==> src/rtl/chacha_pkg.sv <==
`default_nettype none
package chacha_pkg;
	localparam int DOUBLE_ROUNDS_DEF = 10;
	localparam int NUM_REGS = 7;
	localparam int ADDR_W = 6;

	localparam logic [2:0] REG_KEY01 = 3'd0;
	localparam logic [2:0] REG_KEY23 = 3'd1;
	localparam logic [2:0] REG_KEY45 = 3'd2;
	localparam logic [2:0] REG_KEY67 = 3'd3;
	localparam logic [2:0] REG_NONCE01 = 3'd4;
	localparam logic [2:0] REG_NONCE2 = 3'd5;
	localparam logic [2:0] REG_COUNTER = 3'd6;

	localparam logic [31:0] SIGMA0 = 32'h61707865;
	localparam logic [31:0] SIGMA1 = 32'h3320646e;
	localparam logic [31:0] SIGMA2 = 32'h79622d32;
	localparam logic [31:0] SIGMA3 = 32'h6b206574;

	typedef logic [15:0][31:0] state_t;

	typedef struct packed {
		logic [7:0] data;
		logic       eom;
	} item_t;

	typedef enum logic [1:0] {
		GEN_IDLE,
		GEN_ROUND,
		GEN_ADD,
		GEN_FULL
	} gen_state_t;

	function automatic logic [31:0] rotl(input logic [31:0] v, input int s);
		logic [63:0] t;
		t = {v, v} << s;
		return t[63:32];
	endfunction

	function automatic logic [127:0] quarter(input logic [31:0] a, input logic [31:0] b,
		input logic [31:0] c, input logic [31:0] d);
		logic [31:0] aa, bb, cc, dd;
		aa = a + b; dd = rotl(d ^ aa, 16);
		cc = c + dd; bb = rotl(b ^ cc, 12);
		aa = aa + bb; dd = rotl(dd ^ aa, 8);
		cc = cc + dd; bb = rotl(bb ^ cc, 7);
		return {aa, bb, cc, dd};
	endfunction
endpackage
`default_nettype wire

==> src/rtl/chacha_fifo.sv <==
`default_nettype none
module chacha_fifo import chacha_pkg::*; (
	input  wire logic  clk,
	input  wire logic  arst_n,
	input  wire logic  wr_en,
	input  wire item_t wr_data,
	output logic       full,
	input  wire logic  rd_en,
	output item_t      rd_data,
	output logic       empty
);
	item_t mem_q [4];
	logic [2:0] wptr_q, rptr_q;

	assign full = (wptr_q[1:0] == rptr_q[1:0]) && (wptr_q[2] != rptr_q[2]);
	assign empty = wptr_q == rptr_q;
	assign rd_data = mem_q[rptr_q[1:0]];

	always_ff @(posedge clk) begin
		if (wr_en && !full) begin
			mem_q[wptr_q[1:0]] <= wr_data;
		end
	end

	always_ff @(posedge clk or negedge arst_n) begin
		if (!arst_n) begin
			wptr_q <= '0;
			rptr_q <= '0;
		end else begin
			if (wr_en && !full) wptr_q <= wptr_q + 3'd1;
			if (rd_en && !empty) rptr_q <= rptr_q + 3'd1;
		end
	end
endmodule
`default_nettype wire

==> config.mk <==
export PLATFORM = sky130hd
export DESIGN_NAME = chacha_fifo
export DESIGN_NICKNAME = d
export VERILOG_FILES = /design/src/rtl/chacha_pkg.sv /design/src/rtl/chacha_fifo.sv
export SDC_FILE = /design/constraint.sdc
export NUM_CORES = 1
export LEC_CHECK = 0
export BUFFER_PORTS_ARGS = -buffer_cell sky130_fd_sc_hd__clkbuf_2
export CAP_MARGIN = 10
export CORE_UTILIZATION = 30
export CTS_BUF_LIST = sky130_fd_sc_hd__clkbuf_4
export DETAILED_ROUTE_END_ITERATION = 8
export PLACE_DENSITY_LB_ADDON = 0.15
export SYNTH_ARGS = -nofsm -noshare
export SYNTH_HDL_FRONTEND = slang
export SYNTH_SLANG_ARGS = --single-unit
==> constraint.sdc <==
create_clock -name clk -period 1.8 [get_ports clk]
set_clock_uncertainty 0.05 [all_clocks]
set_input_delay 0.18 -clock clk [delete_from_list [all_inputs] [get_ports clk]]
set_output_delay 0.18 -clock clk [all_outputs]
set_load 0.01 [all_outputs]
# Word-level counts from Yosys, hierarchy flattened
# Memories as Yosys holds them, arrays and structs flattened.
# Cells that the tools add are included.
# Widths: inputs -> output; s select.
[word_totals]
ff_bits = 6
ram_bits = 36
in_bits = 13
out_inout_bits = 11
wordCells = 15
memories = 1
[memory_table]
columns = ["memory", "words", "word_bits", "rd", "rd_ports_with_merged_regs", "write_ports", "line", "source"]
rows = [
  ["mem_q", 4, 9, 1, 0, 1, "chacha_fifo.sv:12", "item_t mem_q [4];"],
]
[classes]
addsub = 2
eq_ne = 3
muxes = 2
reduce_logical = 5
[ops]
columns = ["op", "count"]
rows = [
  ["$add 3x1->3 const B", 2],
  ["$eq 3x3->1", 1],
  ["$logic_and 1x1->1", 3],
  ["$eq 2x2->1", 1],
  ["$logic_not 1->1", 2],
  ["$mux 1", 2],
  ["$ne 1x1->1", 1],
]

# Depth between registers and ports, before layout
# Gate-level depths: netlist (run 1).
[logic_depth]
depth_word = 6
mapped_depth = 5

# Worst setup path before layout (run 1)
# OpenSTA, ideal clock, no wires.
[synth_path]
path_kind = "reg-to-reg"
start = "reg wptr_q[0]"
end = "mem mem_q[0][0] in the netlist's numbering (enable)"
setup_time_ps = 283
arrival_ps = 1243
setup_slack_ps = 224
path_stages_with_launch = 4
path_buffers = 0
cell_sequence = "dfrtp_1 xnor2_1 nand3_2 and3_1"
[synth_between]
elab_chain_len = 6
[synth_lines]
columns = ["item", "line", "source"]
rows = [
  ["from (decl)", "chacha_fifo.sv:13", "logic [2:0] wptr_q, rptr_q;"],
  ["from (signal assigned)", "chacha_fifo.sv:30", "if (wr_en && !full) wptr_q <= wptr_q + 3'd1;"],
  ["$eq 2x2->1", "chacha_fifo.sv:15", "assign full = (wptr_q[1:0] == rptr_q[1:0]) && (wptr_q[2] != rptr_q[2]);"],
  ["$logic_and 1x1->1", "chacha_fifo.sv:15", ""],
  ["$logic_not 1->1", "chacha_fifo.sv:20", "if (wr_en && !full) begin"],
  ["$logic_and 1x1->1", "chacha_fifo.sv:20", ""],
  ["$mux 1", "chacha_fifo.sv:20", ""],
  ["$mux 1 (not written as such)", "chacha_fifo.sv:21", "mem_q[wptr_q[1:0]] <= wr_data;"],
  ["to (decl)", "chacha_fifo.sv:12", ""],
]
# Parallel ways exist; a longest one is shown, timed or not.

==> impl_metrics.json, run 1 <==
{
  "status": "finished, violations left",
  "violations": "setup timing",
  "timing_worst_setup_path_type": "reg2out",
  "area_delta_synth_final_pct": 24.7,
  "yosys_warnings": 0,
  "syn_avg_cell_area_um2": 18.6,
  "hold_class": "in2reg",
  "cts_tree": "done",
  "ys_seq_elements": 42,
  "rows": 27,
  "grt_pass1_wl_mm": 5.24,
  "viasPerCell": 4.50,
  "die_area_mm2": 0.00627,
  "fill_cells": 568,
  "power_mw": 3.61,
  "port_buffers": 23,
  "finalInstanceArea_mm2": 0.00223,
  "synth_edf_count": 36,
  "p_leak_nw": 0.830,
  "synth_area_leaders": "edfxtp_1 61%, mux4_2 11%, dfrtp_1 8.4%",
  "die_y_um": 79.2,
  "grt_pass1_vias": 987,
  "vdd_ir_drop_max_mv": 0.713,
  "pwr-share-seq_pct": 39.9,
  "cts_root_buffer": "clkbuf_4",
  "p_sw_mw": 1.32,
  "fmaxAchievable_mhz": 545,
  "io_pins": 24,
  "yosys.area.top_type_share_pct": 60.5,
  "layout_setup_ws_ns": -0.0336,
  "clkSlewWorstSetupHoldPaths_ns": 0.13,
  "rr_startpoint": "rptr_q[0]$_DFFE_PN0P_",
  "post_dp_cell_area_mm2": 0.00205,
  "diodes": 0,
  "start_util_pct": 31.9,
  "overflow": 0,
  "power.share.clock_pct": 13.1,
  "coreArea_mm2": 0.00561,
  "global_route.usage.total_pct": 11.6,
  "drive_above_1_share_pct": 42.7,
  "synth_commonest_cells": "36 x edfxtp_1, 9 x mux4_2, 6 x dfrtp_1",
  "synthArstFlopShare_pct": 14.3,
  "r2r_end": "mem_q[0][3]$_DFFE_PP_",
  "pre_cts_slack_ns": 0.148,
  "avgRoutedWirePerCell_um": 15.3,
  "switching_share_pct": 36.4,
  "nNetsFinal": 160,
  "grt_max_degree": 15,
  "antenna_found_initial": 0,
  "hpwl_mm": 2.37,
  "hold_start": "wr_data[5]",
  "gp_congestion": 0.736,
  "rsz0062_at_grt": "true",
  "cts_sinks": 42,
  "fin_crit_ns": 1.83,
  "ff2ff_setup_slack_ns": 0.10,
  "whs_endpoint": "mem_q[3][5]$_DFFE_PP_",
  "rr_worst_depth": 4,
  "drt_iter0_drc": 28,
  "max_slew.worst_pin.slew_ns": 0.492,
  "htreeDepth": 2,
  "synthFlopType": "edfxtp_1",
  "period_share_pct": 102,
  "synth.most_common_cell": "edfxtp_1",
  "cts_buffers": 5,
  "combinationalPowerShare_pct": 46.9,
  "hold_slack_ns": 0.00744,
  "seqCellArea_mm2": 0.00123,
  "synth-seq-area-share_pct": 68.9,
  "critPathMaxFanout": 6,
  "clk_latency_ns": 0.34,
  "met3_usage_pct": 2.76,
  "min_path_cells": 1,
  "top_usage_layer": "met2",
  "critPathLaunchType": "flop",
  "drc": 0,
  "vias": 967,
  "synth_nets": 114,
  "netlist_instances": 96,
  "internal_power_mw": 2.30,
  "slew_violations": 0,
  "multi_input_area_um2": 548,
  "max_cap_violations": 0,
  "drt-total-wl_mm": 3.28,
  "clk_path_buf_depth": 2,
  "first_pass_iters": 4,
  "met1_usage_pct": 15.3,
  "arrival_ns": 1.60,
  "die_x_um": 79.2,
  "met2_usage_pct": 18.0,
  "max-slew-margin-rel_pct": 67.2,
  "yosysTopAreaCell": "edfxtp_1",
  "hold_violations": 0,
  "antenna_left": 0,
  "p_per_area_mw_per_mm2": 1620,
  "cp-end-kind": "output pin",
  "setup_viol": 9,
  "synth_cell_types": 23,
  "syn_area_mm2": 0.00179,
  "worstPathRequired_ns": 1.57
}
## placed cells by master (no fill, tap or decap), types with 2 or more instances in the layout
cell type / count
xnor2_1: 5
buf_6: 2
nand2b_1: 2
mux4_2: 9
ha_1: 5
clkbuf_4: 6
inv_1: 4
edfxtp_1: 36
buf_4: 10
nand2_1: 3
o31ai_1: 4
xor2_2: 2
clkbuf_2: 23
and3_1: 3
dfrtp_1: 5
dlygate4sd3_1: 7
a21oi_1: 4
## cell type report
type,instances,share of cell area (%)
sequential,42,55.3
multi-input combinational,47,24.6
tap,72,4.04
timing repair buffer,42,12.7
clock inverter,2,0.618
clock buffer,6,2.02
inverter,4,0.674
## per-layer routing
| layer | vias to the layer above | share of wire [%] |
|---|---|---|
| met5 | - | 0 |
| met4 | 0 | 1.2 |
| met3 | 4 | 3.8 |
| met2 | 16 | 47 |
| met1 | 477 | 48 |
| li1 | 470 | - |
## sequential cells by signal (all words and copies together) (netlist names)
| register | flops |
|---|---|
| mem_q | 36 |
| rptr_q | 3 |
| wptr_q | 3 |
## power by group through the flow
stage	Combinational, mW	Sequential, mW	Clock [mW]
2_1_floorplan	1.03	1.45	0
3_3_place_gp	1.60	1.46	0
3_5_place_dp	1.60	1.46	0
4_1_cts	1.66	1.44	0.487
5_1_grt	1.83	1.47	0.534
6_report	1.69	1.44	0.474
## worst max-delay path by stage
stage / start / to / cells past startpoint
3_3_place_gp: wptr_q[1]$_DFFE_PN0P_ / mem_q[2][1]$_DFFE_PP_ / 3
6_report: rptr_q[0]$_DFFE_PN0P_ / rd_data[2] / 3
2_1_floorplan: wptr_q[0]$_DFFE_PN0P_ / mem_q[0][0]$_DFFE_PP_ / 3
4_1_cts: rptr_q[0]$_DFFE_PN0P_ / rd_data[7] / 3
3_5_place_dp: wptr_q[1]$_DFFE_PN0P_ / mem_q[0][1]$_DFFE_PP_ / 3
5_1_grt: rptr_q[0]$_DFFE_PN0P_ / rd_data[2] / 3
## metrics by stage
step	util (%)	cells	TNS, ns
after detailed placement	36.6	198	0
after CTS	39.0	213	-0.226
after floorplan	-	96	0
final	39.7	215	-0.109
after global routing	39.7	215	-0.710
after global placement	36.6	198	0
## logic make-up after synthesis
kind of cell,Yosys count,synth area share (%)
simple gates,11,3.50
flops,42,68.9
mux,9,11.3
xor+xnor,9,5.25
fa+ha+maj,5,3.50
compound gates,13,5.74
buf+inv,7,1.75
## critical path: stages (launching register included)
cell,delay (ns)
dfrtp_1,0.41
buf_6,0.18
mux4_2,0.53
clkbuf_2,0.14
## timing repair
item / in CTS / in global routing
hold endpoints to repair: 22 / 8
hold buffers: 5 / 2
gates resized for setup: 2 / 4
endpoints found under the setup margin: 10 / 10
buffers inserted: 2 / 0
(Power assumes the default switching activity.)
==> inputs of run 2 (changes only) <==
SETUP_SLACK_MARGIN = 0.5   (was default)
==> impl_metrics.json, run 2 (synthesis results as in run 1) <==
{
  "clk_latency_ns": 0.34,
  "p_leak_nw": 0.931,
  "drt-total-wl_mm": 3.85,
  "antenna_left": 0,
  "critPathLaunchType": "flop",
  "combinationalPowerShare_pct": 55.2,
  "vdd_ir_drop_max_mv": 0.746,
  "viasPerCell": 4.80,
  "status": "finished, final reports clean",
  "coreArea_mm2": 0.00561,
  "port_buffers": 23,
  "first_pass_iters": 5,
  "fill_cells": 521,
  "timing_worst_setup_path_type": "reg2out",
  "setup_viol": 0,
  "hold_violations": 0,
  "switching_share_pct": 37.4,
  "worst_path_max_delay_cell": "mux4_2",
  "rows": 27,
  "start_util_pct": 31.9,
  "critPathLaunch": "rptr_q[0]$_DFFE_PN0P_",
  "final_common_cell": "edfxtp_1",
  "power_mw": 4.49,
  "internal_power_mw": 2.81,
  "die_y_um": 79.2,
  "io_pins": 24,
  "cp-end-kind": "output pin",
  "drive_above_1_share_pct": 57.3,
  "clk_path_buf_depth": 2,
  "grt_pass1_wl_mm": 5.93,
  "cts_buffers": 5,
  "hold_slack_ns": 0.0191,
  "hold_class": "in2reg",
  "cts_sinks": 42,
  "max_slew.worst_pin.slew_ns": 0.334,
  "worstPathRequired_ns": 1.57,
  "post_dp_cell_area_mm2": 0.00208,
  "p_per_area_mw_per_mm2": 1760,
  "hpwl_mm": 2.37,
  "overflow": 0,
  "diodes": 0,
  "largest_reg_flops": 36,
  "drc": 0,
  "cpPeakStageDelay_ns": 0.50,
  "drt_iter0_drc": 30,
  "hold_start": "wr_data[2]",
  "clkSlewWorstSetupHoldPaths_ns": 0.13,
  "area_delta_synth_final_pct": 42.6,
  "arrival_ns": 1.55,
  "p_sw_mw": 1.68,
  "placed_cells": 192,
  "grt_max_degree": 14,
  "final_cell_mix": "36 x edfxtp_1, 21 x clkbuf_2, 15 x buf_4",
  "critPathMaxFanout": 6,
  "instances_no_fill": 229,
  "fmaxAchievable_mhz": 562,
  "cts_tree": "done",
  "finalInstanceArea_mm2": 0.00255,
  "rr_startpoint": "rptr_q[0]$_DFFE_PN0P_",
  "htreeDepth": 2,
  "nNetsFinal": 174,
  "die_x_um": 79.2,
  "slew_violations": 0,
  "power.share.clock_pct": 10.4,
  "avgRoutedWirePerCell_um": 16.8,
  "global_route.usage.total_pct": 13.0,
  "period_share_pct": 98.8,
  "die_area_mm2": 0.00627,
  "pwr-share-seq_pct": 34.4,
  "antenna_found_initial": 0,
  "cts_root_buffer": "clkbuf_4",
  "vias": 1099,
  "max-slew-margin-rel_pct": 77.7,
  "grt_pass1_vias": 1092,
  "max_cap_violations": 0,
  "fin_crit_ns": 1.78,
  "rsz0062_at_grt": "true",
  "crit_chain": "buf_12 > mux4_2 > clkbuf_2",
  "gp_congestion": 0.726
}
==> run 2: cell count changes in the layout (fill, tap and decap cells not counted), sizes merged <==
cell and delta:
clkbuf -2, buf +11, and3 +3, dlygate4sd3 +2
==> run 2: layout make-up <==
type                       count  area [um^2]  share of cell area [%]
inverter                       4         17.5                   0.687
tap                           72         90.1                    3.53
clock buffer                   6         45.0                    1.77
clock inverter                 2         13.8                   0.540
multi-input combinational     50          741                    29.1
sequential                    42         1240                    48.6
timing repair buffer          53          403                    15.8
==> run 2: worst paths after layout <==
path / end / slack [ns] / cells after the start
max: rd_data[6] / 0.02 / 3
max reg2reg: mem_q[3][7]$_DFFE_PP_ / 0.17 / 5
min reg2reg: rptr_q[2]$_DFFE_PN0P_ / 0.62 / 2
min: mem_q[1][2]$_DFFE_PP_ / 0.02 / 1
min in group asynchronous: rptr_q[1]$_DFFE_PN0P_ / 0.14 / 2
max in group asynchronous: rptr_q[2]$_DFFE_PN0P_ / 1.38 / 2
==> run 2: worst max-delay path, delay by kind of cell (launching register included) <==
| kind | cells | cell delay (ns) |
|---|---|---|
| flops | 1 | 0.42 |
| buf+inv | 2 | 0.28 |
| mux | 1 | 0.50 |
==> run 2: metal layers <==
| layer | wire [um] | vias to the layer above | track usage [%] |
|---|---|---|---|
| li1 | - | 506 | - |
| met1 | 1720 | 563 | 16.8 |
| met2 | 1960 | 25 | 20.7 |
| met3 | 121 | 5 | 4.25 |
| met4 | 44 | 0 | 4.18 |
| met5 | 0 | - | 0 |
==> run 2: stage by stage <==
step / TNS, ns / setup slack, ns / util (%)
2_1_floorplan: 0 / 0.412 / -
3_3_place_gp: 0 / 0.136 / 37.1
3_5_place_dp: 0 / 0.153 / 37.1
4_1_cts: -0.0240 / -0.00855 / 41.7
5_1_grt: -0.446 / -0.0630 / 45.4
6_report: 0 / 0.0213 / 45.4
==> run 2: what timing repair did <==
item | CTS | global route
hold endpoints to repair | 30 | 8
pin swaps | 5 | 5
gates resized for setup | 10 | 17
setup endpoints to repair | 53 | 53
buffers inserted | 6 | 11
cloned | 3 | 0
hold buffers | 7 | 2
==> run 2: power groups by stage <==
stage / Sequential (mW) / Clock (mW) / Combinational (mW)
4_1_cts: 1.55 / 0.486 / 1.94
3_3_place_gp: 1.56 / 0 / 1.57
5_1_grt: 1.57 / 0.535 / 2.66
2_1_floorplan: 1.49 / 0 / 1.18
3_5_place_dp: 1.58 / 0 / 1.58
6_report: 1.55 / 0.466 / 2.48
